[config.mk]
export PLATFORM = sky130hd
export DESIGN_NAME = wtoa_queue
export DESIGN_NICKNAME = d
export VERILOG_FILES = /design/src/sv/wtoa_queue.sv
export SDC_FILE = /design/constraint.sdc
export NUM_CORES = 1
export LEC_CHECK = 0
export BUFFER_PORTS_ARGS = -buffer_cell sky130_fd_sc_hd__buf_2
export CAP_MARGIN = 20
export CORE_ASPECT_RATIO = 0.8
export CORE_MARGIN = 2
export CORE_UTILIZATION = 44
export DETAILED_ROUTE_END_ITERATION = 16
export HOLD_SLACK_MARGIN = 0.12
export PLACE_DENSITY = 0.71
export SYNTH_ARGS = -nofsm -noshare
export SYNTH_HDL_FRONTEND = slang
export SYNTH_SLANG_ARGS = --single-unit
[constraint.sdc]
create_clock -name clk_i -period 1.56 [get_ports clk_i]
set_clock_uncertainty 0.1 [all_clocks]
set_input_delay 0.234 -clock clk_i [delete_from_list [all_inputs] [get_ports clk_i]]
set_output_delay 0.234 -clock clk_i [all_outputs]
set_load 0.02 [all_outputs]
[src/sv/wtoa_queue.sv]
// Two-entry queue between the front end and the back end.
module wtoa_queue #(
  parameter int WIDTH = 8
) (
  input  logic             clk_i,
  input  logic             rst_ni,
  input  logic             push_i,
  input  logic [WIDTH-1:0] data_i,
  input  logic             pop_i,
  output logic             valid_o,
  output logic [WIDTH-1:0] data_o
);

  logic [WIDTH-1:0] mem_q [2];
  logic             wp_q, rp_q;
  logic [1:0]       cnt_q;

  assign valid_o = (cnt_q != 2'd0);
  assign data_o  = mem_q[rp_q];

  always_ff @(posedge clk_i) begin
    if (push_i) mem_q[wp_q] <= data_i;
  end

  always_ff @(posedge clk_i or negedge rst_ni) begin
    if (!rst_ni) begin
      wp_q  <= 1'b0;
      rp_q  <= 1'b0;
      cnt_q <= 2'd0;
    end else begin
      if (push_i) wp_q <= ~wp_q;
      if (pop_i && valid_o) rp_q <= ~rp_q;
      cnt_q <= cnt_q + 2'(push_i) - 2'(pop_i && valid_o);
    end
  end

endmodule

* Word-level counts from Yosys, hierarchy flattened
Memory sizes are Yosys's and may differ from the RTL's. Cells that the tools add are included.
Cells by class: $add $sub $neg 2, multiply operators 0, div/mod/pow operators 0, order comparisons 0, equal/unequal tests 0, shift-type cells 0, mux-type cells 2, bitwise gates (word level) 2, reduce and logical (&&, ||, !) cells 2
Operators by type and width (count):
- $add 2x1->2 | 1
- $mux 1 | 2
- $not 1->1 | 2
- $reduce_bool 2->1 | 1
- $sub 2x1->2 | 1
- $logic_and 1x1->1 | 1
Storage, ports and cells: register bits after elaboration 4, bits in latches 0, memory bits (writable) 16, bits in read-only memories 0, input bits 12, output and inout port bits 9, memories kept 1
Memories:
- mem_q | depth 2, width 8, read ports 1, clocked after Yosys merged registers in 0, wr ports 1, RTL line 14 | logic [WIDTH-1:0] mem_q [2];

* Logic depth before layout (Yosys ltp)
depth after elaboration 3, gate-level depth with buffers 6, mapped depth without buffers 6

* Worst setup path after synthesis
Ideal clock, no wire load.
kind reg-to-reg, start point reg cnt_q[0], end point reg cnt_q[1], library setup time 0.123 ns, arrival 1.277 ns, setup slack 0.060 ns, cell stages (with the launch flop) 7, buffers on the path 0, period minus slack after synthesis 1.500 ns, cells stage by stage dfrtp_1 o21a_1 ha_1 inv_1 ha_1 xnor2_1 xnor2_1
On the way: word-level cells in the longest chain between the ends 3
Ends and longest elaborated chain:
- from (decl) | RTL line 16 | logic [1:0] cnt_q;
- from (signal assigned) | RTL line 33 | cnt_q <= cnt_q + 2'(push_i) - 2'(pop_i && valid_o);
- parallel branches: the longest is 2 deep, another holds $add 2x1->2
- $sub 2x1->2 (*) | RTL line 33
Every way passes the cells marked *. A chain may end at the register's enable or synchronous reset.

* Worst setup path in the final report
start point reg rp_q, end point out data_o[1]
On the way: word-level cells in the longest chain between the ends 1
Ends and longest elaborated chain:
- from (decl) | RTL line 15 | logic wp_q, rp_q;
- from (signal assigned) | RTL line 32 | if (pop_i && valid_o) rp_q <= ~rp_q;
- $mem_v2 2x8
- to (decl) | RTL line 11 | output logic [WIDTH-1:0] data_o
Every way passes these cells.

==> metrics.md <==
| Metric | Value |
|---|---|
| Status | finished, violations left |
| Failing checks | negative setup slack |
| Die outline width | 51.8 µm |
| Clock insertion delay at the later pin of the skew report | 0.30 ns |
| Area of the die | 0.00219 mm² |
| Data required time at the worst endpoint | 1.23 ns |
| Origin of the critical flop-to-flop path | cnt_q[1] |
| Pwr Density | 1740 mW/mm² |
| Max-cap violations | 0 |
| Logic gate share of total power | 49.6% |
| Synth top area cells | edfxtp_1 60%, mux2_4 15%, dfrtp_1 12% |
| Fraction of post-synthesis cell area in the top cell type by area | 59.6% |
| Buffer depth of the longest clock path | 2 |
| Global-route wire length before repair | 2070 µm |
| Gate count of the mapped netlist | 41 |
| Count of cell types in the netlist | 12 |
| H-tree depth reported by CTS | 1 |
| Standby leakage power | 0.507 nW |
| Buffers and inverters on the worst path | 2 |
| CP startpoint kind | flip-flop |
| Largest delay contributor family on the critical path | flip-flops |
| Clock tree from TritonCTS | built |
| Maximum single-stage delay on the critical path | 0.43 ns |
| Most frequent CP cell | buf_6 |
| Count of final hold-check violations | 0 |
| Cell taking the most area after synthesis | edfxtp_1 |
| Highest clock rate | 0.608 GHz |
| Sequential share of power | 38.5% |
| Clock root buffer | clkbuf_4 |
| WP data arrival | 1.31 ns |
| Post-route DRC violation count | 0 |
| Start point of the critical path | rp_q |
| TritonCTS sink count | 20 |
| Via density per instance | 4.51 |
| Worst hold slack after final layout | 0.180 ns |
| Most used standard cells in the synthesized netlist | 16 x edfxtp_1, 8 x mux2_4, 4 x dfrtp_1 |
| Library cell with the highest instance count after synthesis | edfxtp_1 |
| Portion of total power attributed to the clock network | 11.9% |
| Worst-case vdd ir drop | 0.00109 V |
| Net switching share of the total power | 31.1% |
| Mean routed wirelength per cell | 12.8 µm |
| Number of global-route vias before repair | 461 |
| Portion of the clock cycle consumed by the worst path in the final layout | 105% |
| Min Clock Period, post-route | 1.64 ns |
| Clock buffers created by TritonCTS | 3 |
| Fraction of the yosys area taken by sequential cells | 72.0% |
| Total number of yosys warnings | 0 |
| Pre-Repair DR Iteration Count | 4 |
| Main flop type after synthesis | edfxtp_1 |
| N_diodes | 0 |
| I/O pin total | 21 |
| Largest net degree at the start of global routing | 12 |
| Core Footprint | 0.00168 mm² |
| Async SR Flop Fraction | 20.0% |
| CP max FO | 5 |
| Die height | 42.3 µm |
| Pins over their slew limit | 0 |
| Count of input and output buffers | 20 |
| Placer congestion estimate | 0.765 |
| Internal power | 1.42 mW |
| Layout overhead on the synthesized area | 46.7% |
| Post-detailed-route count of antenna-violating nets | 0 |
| Final layout net count | 96 |
| Nature of the critical path endpoint | output port |
| Average cell area after synthesis | 19.7 µm² |
| Initial antenna violation count | 0 |
| Setup WS post-layout | -0.0846 ns |
| Number of enable flip-flop cells after synthesis | 16 |
| Setup repair after global routing missed its margin | true |
| Wire length after detailed routing | 1320 µm |
| Total nets after synthesis | 55 |
| Slew margin rel. | 73.9% |
| Final setup violation count | 8 |
| Gr usage total | 13.8% |
| Routed vias | 465 |
| Switching Power | 640 µW |
| Number of DRC markers in iteration 0 | 7 |
| Number of cell rows | 13 |
| Clock-pin slew on the worst setup and hold paths | 0.11 ns |
| Detailed placer's ending HPWL | 781 µm |
| Critical setup path kind | reg2out |
| Cell with the largest stage delay on the worst path | dfrtp_2 |
| Critical Path, Cell by Cell | buf_6 -> mux2_4 -> buf_6 |
| Path type of the worst min-delay path | in2async |
| Tightest Pin Transition | 0.391 ns |
| Final TNS setup | -0.590 ns |
| Global-route congestion overflow total | 0 |
| Synthesized flop and latch total | 20 |
| Cell area after synthesis | 806 µm² |
| Share of layout cells above drive strength 1 | 51.9% |
| Initial core utilization | 48.1% |
-- stage by stage --
step	cell area (µm²)	std cells	total power [mW]	setup slack (ns)	utilization, %
2_1_floorplan	806	41	1.33	0.0601	-
3_3_place_gp	937	84	1.49	0.0390	55.9
3_5_place_dp	937	84	1.50	0.000245	55.9
4_1_cts	1180	103	2.06	-0.0746	70.6
5_1_grt	1180	103	2.16	-0.119	70.6
6_report	1180	103	2.06	-0.0846	70.6
-- layout by cell type (no fill, tap or decap), drive strengths merged --
cell,count
or2,1
o21a,1
ha,2
dlygate4sd3,10
dfrtp,4
clkinv,1
nor2b,1
edfxtp,16
inv,2
mux2,8
buf,27
xnor2,2
clkbuf,3
and2,1
xor2,2
-- power groups by stage --
stage / registers, mW / clock network (mW) / logic, mW
finish: 0.792 / 0.245 / 1.02
global route: 0.812 / 0.269 / 1.08
CTS: 0.791 / 0.244 / 1.03
detailed placement: 0.853 / 0 / 0.648
global placement: 0.844 / 0 / 0.645
floorplan: 0.783 / 0 / 0.548
-- timing repair --
action	CTS	global route
pin swaps	3	3
setup endpoints to repair	10	10
setup buffers	5	0
hold buffers	10	0
resized for setup	26	0
endpoints found under the hold margin	21	0
-- worst register-to-register path, cell delays in order, from the launching register on --
cell and delay (ns):
dfrtp_1 0.42, o21a_1 0.19, ha_1 0.27, inv_1 0.04, ha_2 0.17, xnor2_2 0.13
xnor2_1 0.12
-- layout make-up --
class	count	area, µm²
clock buffer	3	22.5
clock inverter	1	3.75
fill	109	493
inverter	2	7.51
multi-input combinational	18	219
sequential	20	582
tap	22	27.5
timing repair buffer	37	320
-- layer usage --
| layer | up-vias | part of all wire [%] | track usage, % |
|---|---|---|---|
| li1 | 228 | - | - |
| met1 | 224 | 40 | 15.7 |
| met2 | 11 | 55 | 23.3 |
| met3 | 2 | 3.3 | 3.21 |
| met4 | 0 | 1.4 | 7.89 |
| met5 | - | 0 | 0 |
-- kinds of logic (layout without fill, tap and decap cells) --
| kind of cell | after synthesis | in the layout | synth area share [%] |
|---|---|---|---|
| xor+xnor | 4 | 4 | 4.35 |
| flops | 20 | 20 | 72.1 |
| compound gates | 1 | 1 | 0.932 |
| mux | 8 | 8 | 14.9 |
| fa+ha+maj | 2 | 2 | 3.11 |
| buf+inv | 3 | 43 | 2.33 |
| simple gates | 3 | 3 | 2.33 |
-- worst paths after layout --
check	to	slack (ns)	cells after the start
worst max-delay path	data_o[1]	-0.08	3
worst min-delay path	wp_q	0.18	2
worst max register to register	cnt_q[1]	0.02	6
worst min register to register	wp_q	0.40	1
max in group asynchronous	rp_q	1.05	2
min in group clk_i	rp_q	0.22	4
-- flip-flops by register name (all words and copies together), names as in the netlist --
signal and cells:
rp_q 1, wp_q 1, cnt_q 2, mem_q 16
Note: power is estimated with default switching activity, not from simulation.
