<file path="src/sv/wtoa_pkg.sv">
// Shared types and codes for the weighted tile overlap accumulator.
package wtoa_pkg;

  typedef enum logic [1:0] {
    REQ_LOAD  = 2'd0,
    REQ_ACC   = 2'd1,
    REQ_READ  = 2'd2,
    REQ_CLEAR = 2'd3
  } req_e;

  localparam logic [1:0] ST_OK     = 2'd0;
  localparam logic [1:0] ST_RANGE  = 2'd1;
  localparam logic [1:0] ST_UNCOV  = 2'd2;

  localparam logic [2:0] CFG_VOL_W   = 3'd0;
  localparam logic [2:0] CFG_VOL_H   = 3'd1;
  localparam logic [2:0] CFG_VOL_D   = 3'd2;
  localparam logic [2:0] CFG_PAT_W   = 3'd3;
  localparam logic [2:0] CFG_PAT_H   = 3'd4;
  localparam logic [2:0] CFG_PAT_D   = 3'd5;
  localparam logic [2:0] CFG_CLS_CNT = 3'd6;

  typedef struct packed {
    logic [5:0] vol_w;
    logic [5:0] vol_h;
    logic [5:0] vol_d;
    logic [4:0] pat_w;
    logic [4:0] pat_h;
    logic [4:0] pat_d;
    logic [2:0] cls_cnt;
  } cfg_t;

  // Classified command handed from front to back.
  typedef struct packed {
    req_e req;
    logic err;
    logic cls0;
  } cmd_t;

endpackage

</file>
<file path="src/sv/wtoa_front.sv">
// Front end: range checks and address generation for one item.
module wtoa_front #(
  parameter int MAX_VOLUME_EDGE = 32,
  parameter int MAX_PATCH_EDGE  = 16,
  parameter int MAX_CLASSES     = 4,
  localparam int VOX_AW = $clog2(MAX_VOLUME_EDGE ** 3),
  localparam int ACC_AW = $clog2((MAX_VOLUME_EDGE ** 3) * MAX_CLASSES),
  localparam int W_AW   = (MAX_PATCH_EDGE > 1) ? $clog2(MAX_PATCH_EDGE ** 3) : 1
) (
  input  wtoa_pkg::cfg_t     cfg_i,
  input  logic [1:0]         req_type_i,
  input  logic [4:0]         origin_x_i,
  input  logic [4:0]         origin_y_i,
  input  logic [4:0]         origin_z_i,
  input  logic [3:0]         local_x_i,
  input  logic [3:0]         local_y_i,
  input  logic [3:0]         local_z_i,
  input  logic [1:0]         class_index_i,
  output wtoa_pkg::cmd_t     cmd_o,
  output logic [W_AW-1:0]    widx_o,
  output logic [VOX_AW-1:0]  vox_o,
  output logic [ACC_AW-1:0]  aidx_o
);

  function automatic logic [8:0] eff(logic [5:0] v, int maxv);
    logic [8:0] r;
    if (v == 6'd0) r = 9'd1;
    else if (int'(v) > maxv) r = 9'(maxv);
    else r = {3'b0, v};
    return r;
  endfunction

  logic [8:0] vw, vh, vd, pw, ph, pd, cc;
  logic [5:0] gx, gy, gz, cx, cy, cz;
  logic       loc_bad, glb_bad, org_bad, cls_bad;
  wtoa_pkg::req_e req;

  always_comb begin
    req = wtoa_pkg::req_e'(req_type_i);
    vw = eff(cfg_i.vol_w, MAX_VOLUME_EDGE);
    vh = eff(cfg_i.vol_h, MAX_VOLUME_EDGE);
    vd = eff(cfg_i.vol_d, MAX_VOLUME_EDGE);
    pw = eff({1'b0, cfg_i.pat_w}, MAX_PATCH_EDGE);
    ph = eff({1'b0, cfg_i.pat_h}, MAX_PATCH_EDGE);
    pd = eff({1'b0, cfg_i.pat_d}, MAX_PATCH_EDGE);
    cc = eff({3'b0, cfg_i.cls_cnt}, MAX_CLASSES);
    gx = {1'b0, origin_x_i} + {2'b0, local_x_i};
    gy = {1'b0, origin_y_i} + {2'b0, local_y_i};
    gz = {1'b0, origin_z_i} + {2'b0, local_z_i};
    loc_bad = ({5'b0, local_x_i} >= pw) || ({5'b0, local_y_i} >= ph) ||
              ({5'b0, local_z_i} >= pd);
    glb_bad = ({3'b0, gx} >= vw) || ({3'b0, gy} >= vh) || ({3'b0, gz} >= vd);
    org_bad = ({4'b0, origin_x_i} >= vw) || ({4'b0, origin_y_i} >= vh) ||
              ({4'b0, origin_z_i} >= vd);
    cls_bad = {7'b0, class_index_i} >= cc;

    unique case (req)
      wtoa_pkg::REQ_LOAD:  cmd_o.err = loc_bad;
      wtoa_pkg::REQ_ACC:   cmd_o.err = loc_bad || glb_bad || cls_bad;
      wtoa_pkg::REQ_READ:  cmd_o.err = org_bad || cls_bad;
      default:             cmd_o.err = 1'b0;
    endcase
    cmd_o.req  = req;
    cmd_o.cls0 = (class_index_i == 2'd0);

    // reads address the origin voxel, accumulates the shifted one
    if (req == wtoa_pkg::REQ_READ) begin
      cx = {1'b0, origin_x_i};
      cy = {1'b0, origin_y_i};
      cz = {1'b0, origin_z_i};
    end else begin
      cx = gx;
      cy = gy;
      cz = gz;
    end
    widx_o = W_AW'((int'(local_z_i) * MAX_PATCH_EDGE + int'(local_y_i)) * MAX_PATCH_EDGE
                   + int'(local_x_i));
    vox_o  = VOX_AW'((int'(cz) * MAX_VOLUME_EDGE + int'(cy)) * MAX_VOLUME_EDGE + int'(cx));
    aidx_o = ACC_AW'(int'(vox_o) * MAX_CLASSES + int'(class_index_i));
  end

endmodule

</file>
<file path="config.mk">
export PLATFORM = sky130hd
export DESIGN_NAME = wtoa_front
export DESIGN_NICKNAME = d
export VERILOG_FILES = /design/src/sv/wtoa_pkg.sv /design/src/sv/wtoa_front.sv
export SDC_FILE = /design/constraint.sdc
export NUM_CORES = 1
export LEC_CHECK = 0
export BUFFER_PORTS_ARGS = -buffer_cell sky130_fd_sc_hd__clkbuf_2
export CORE_UTILIZATION = 25
export DETAILED_ROUTE_END_ITERATION = 10
export PLACE_DENSITY = 0.48
export SLEW_MARGIN = 25
export SYNTH_ARGS = -nofsm -noshare
export SYNTH_HDL_FRONTEND = slang
export SYNTH_SLANG_ARGS = --single-unit
</file>
<file path="constraint.sdc">
create_clock -name vclk -period 5.1
set_input_delay 1.02 -clock vclk [all_inputs]
set_output_delay 1.02 -clock vclk [all_outputs]
set_load 0.01 [all_outputs]
</file>
Word level (Yosys, flattened, before mapping)
Index checks and enable logic that the tools add are counted.
Cells by class
  add/subtract/negate cells: 8
  $lt $le $gt $ge: 17
  equal/unequal tests: 2
  multiplexer cells: 18
  reduce and logical (&&, ||, !) cells: 18
Operators with widths (number)
  $mux W6: 8
  $mux W5: 7
  $ge A4 B9 Y1: 3
  $ge A5 B9 Y1: 3
  $add A5 B4 Y6: 3
  $ge A6 B9 Y1: 2
  $gt A6 B6 Y1 const B: 3
  $logic_not A6 Y1: 3
  $add A17 B2 Y17: 1
  $add A15 B6 Y15: 1
  $gt A5 B5 Y1 const B: 3
  $logic_not A5 Y1: 3
  $add A12 B4 Y12: 1
  $add A10 B6 Y10: 1
  $ge A2 B9 Y1: 1
  $logic_or A1 B1 Y1: 9
  $add A8 B4 Y8: 1
  $ge A6 B6 Y1: 1
  $mux W3: 2
  $logic_not A2 Y1: 2
  $gt A3 B3 Y1 const B: 1
  $logic_not A3 Y1: 1
  $pmux W1 S3: 1
  $eq A2 B1 Y1 const B: 1
  $eq A2 B2 Y1 const B: 1
Word-level totals
  bits in registers: 0
  input bits: 67
  logic and storage cells: 63

Depth between registers and ports, before layout
  depth in word-level cells: 9
  gate-level depth with buffers: 15
  gate-level depth less buffers: 14

Worst setup path after synthesis
OpenSTA, ideal clock, no wires.
  path kind: in2out
  start: input req_type_i[0]
  end: output vox_o[14]
  data arrival time: 3.735 ns
  path slack: 0.345 ns
  stages on the path: 13
  path buffers: 4
  path through: inv_1 -> ha_1 -> buf_2 -> buf_1 -> clkbuf_1 -> o21ai_0 -> ha_1 -> nor4b_2 -> a22oi_4 -> nor4_1 -> nor3_1 -> xnor2_1 -> buf_4
Between the ends
  word-level cells in the longest chain between the ends: 4
  elaborated cells on any way between the ends: 6
  classes of those cells: add/sub (2); eq/ne (1); mux (3)
Ends and longest elaborated chain
  start, declared: line wtoa_front.sv:11  | input logic [1:0] req_type_i,
  $eq A2 B2 Y1 *: line wtoa_front.sv:67  | if (req == wtoa_pkg::REQ_READ) begin
  $mux W6 / $mux W5 (equally long branches): line wtoa_front.sv:67
  $add A10 B6 Y10: line wtoa_front.sv:78  | vox_o = VOX_AW'((int'(cz) * MAX_VOLUME_EDGE + int'(cy)) * MAX_VOLUME_EDGE + int'(cx));
  $add A15 B6 Y15 *: line wtoa_front.sv:78
  end, declared: line wtoa_front.sv:21  | output logic [VOX_AW-1:0] vox_o,
Mark *: on every way between the ends. The rest lies on a longest branch, timed or not.

==> summary.md <==
| Metric | Value |
|---|---|
| Post_cts resized | 0 |
| Vias in the first global route | 2107 |
| Core region area | 9729 um2 |
| Final setup TNS | 0 ns |
| Final WL | 6081 um |
| Die area | 10400 um2 |
| Syn Inst Count | 325 |
| Crit path arrival time | 3.83 ns |
| Minimum clock period | 4.851 ns |
| Grt total ovfl | 0 |
| Total track usage | 11.44% |
| Highest routed metal layer | met3 |
| First-pass GRT wire length | 9756 um |
| CP Cell Sequence | clkbuf_2 -> ha_1 -> inv_1 -> fa_1 -> nand2b_1 -> o2bb2ai_2 -> xnor2_4 -> ha_1 -> a21o_1 -> a221oi_1 -> o21ai_1 -> a21oi_1 -> o221ai_1 -> nor2_1 -> o41ai_1 -> clkbuf_2 |
| Max IR drop VDD | 0.00006759 V |
| Share of layout cells above drive strength 1 | 32.11% |
| Total power | 0.3628 mW |
| Status | complete, no violations |
| Area grow syn2layout | 20.48% |
| Maxcap violations | 0 |
| Yosys top cell area share | 33.05% |
| Critical path class | in2out |
| Crit-path max FO | 4 |
| Hold Fails Final Rpt | 0 |
| Drt via density | 4.342 |
| DR pass1 iterations | 4 |
| Fin crit share | 95.12% |
| FF+latch area | 0 um2 |
| Post-DP HPWL | 5608 um |
| Synth area leader | ha_1 |
| Die H | 102.0 um |
| Final slew viol count | 0 |
| RSZ-0062 raised after global routing | false |
| Routed wl met3 | 184 um |
| PwrDens | 120.5 nW/um2 |
| Hold_buf cts | 0 |
| Final Non-Filler Cells | 541 |
| Worst Hold Class | in2out |
| Clock buffers | 0 |
| Buf/Inv on CP | 3 |
| Post-Syn Area per Cell | 7.688 um2 |
| Finished Core Util | 30.94% |
| Post-placement cell count | 541 |
| # rows | 36 |
| Routability Congestion | 0.7911 |
| DRC | 0 |
| Static Leak | 1.664 nW |
| Commonest non-fill, non-tap cell in the layout | clkbuf_2 |
| Met2 wire len | 2816 um |
| Critical Path RT | 4.08 ns |
| Largest net degree at the start of global routing | 14 |
| Post-CTS Setup Bufs | 0 |
| Die X | 102.0 um |
| Worst Tran Pin Value | 0.4123 ns |
| Num ports | 115 |
| Post-synthesis instance area | 2499 um2 |
| Crit-path slowest cell | fa_1 |
| Setup Viol. Count Final | 0 |
| Synth top area cells | ha_1 (33%), buf_4 (9.3%), a21o_1 (5.7%) |
| Most frequent cells in the layout | clkbuf_2 (115), ha_1 (66), inv_1 (29) |
| CP max stage delay | 0.39 ns |
| CP Capture Type | output port |
| Crit path launch type | input pin |
| # fillers | 1111 |
| Seq cells | 0 |
| Synth unique cells | 48 |
| Routed Antenna Nets | 0 |
| Max frequency | 206.1 MHz |
| Synthesized net count | 461 |
| Effective utilization at floorplan | 25.68% |
| Mean routed wirelength per cell | 11.24 um |
| Via count | 2349 |
| Initial antenna violation count | 0 |
| Register area share after synthesis | 0% |
| Drt initial violations | 27 |
| IO buf count | 115 |
| Ys Warns | 0 |
| Top Family by Delay on Critical Path | compound AO/OA/AOI/OAI gates |
| WL met1 | 3080 um |
| Slew Limit Headroom | 71.72% |
| Diodes inserted | 0 |
| Nets | 546 |
-- Yosys cell counts, types with 2 or more instances --
library cell   n
xor2_1         7
a21oi_1       20
o21a_1         3
o221ai_1       2
nor3_1         7
ha_1          66
inv_1         29
nor2b_1        4
mux2_2         4
xnor2_1       12
buf_4         31
nand3_1        4
a221oi_1       2
nor2_1        26
a211o_1        2
nand2_1       21
fa_1           3
mux2i_1        4
nor4_1         4
nand4_1        2
o21ai_0        6
a21o_1        19
nand2b_1      22
-- final timing paths --
kind | cells past startpoint | from | slack, ns | endpoint
max | 16 | origin_y_i[0] | 0.25 | cmd_o[1]
min | 2 | class_index_i[0] | 2.26 | aidx_o[0]
-- cell families after synthesis --
| kind of cell | count (synthesis) | share of synthesized area (%) |
|---|---|---|
| AO/OA/AOI/OAI | 66 | 18.68 |
| XOR/XNOR | 20 | 7.762 |
| adder cells (fa/ha/maj) | 69 | 35.45 |
| buffers and inverters | 63 | 14.17 |
| multiplexers | 8 | 3.405 |
| AND/OR/NAND/NOR | 99 | 20.53 |
-- layout make-up --
class | instances | area, um2 | share of cell area, %
Inverter | 29 | 108.9 | 3.616
Tap cell | 133 | 166.4 | 5.528
Multi-Input combinational cell | 262 | 2145 | 71.24
Timing Repair Buffer | 117 | 590.6 | 19.62
-- power breakdown --
| group | leakage, nW | total (mW) | switching [mW] | internal [mW] |
|---|---|---|---|---|
| sequential | 0 | 0 | 0 | 0 |
| clock | 0 | 0 | 0 | 0 |
| combinational | 1.66 | 0.363 | 0.196 | 0.166 |
| total | 1.66 | 0.363 | 0.196 | 0.166 |
-- per-stage QoR --
stage                     hold slack [ns]  instance area [um2]  setup slack, ns
final                               2.255                 3010           0.2488
after global routing                2.281                 3010          0.05239
after CTS                           2.258                 3010           0.2149
after detailed placement            2.257                 3010           0.2177
after global placement              2.257                 3010           0.2433
after floorplan                     2.083                 2499           0.3451
-- layer usage --
metal | vias to the layer above | GRT usage [%]
met2 | 61 | 20.24
met3 | 0 | 0
met1 | 1001 | 16.51
li1 | 1287 | -
met4 | 0 | 0.1099
met5 | - | 0
(Power assumes the default switching activity.)
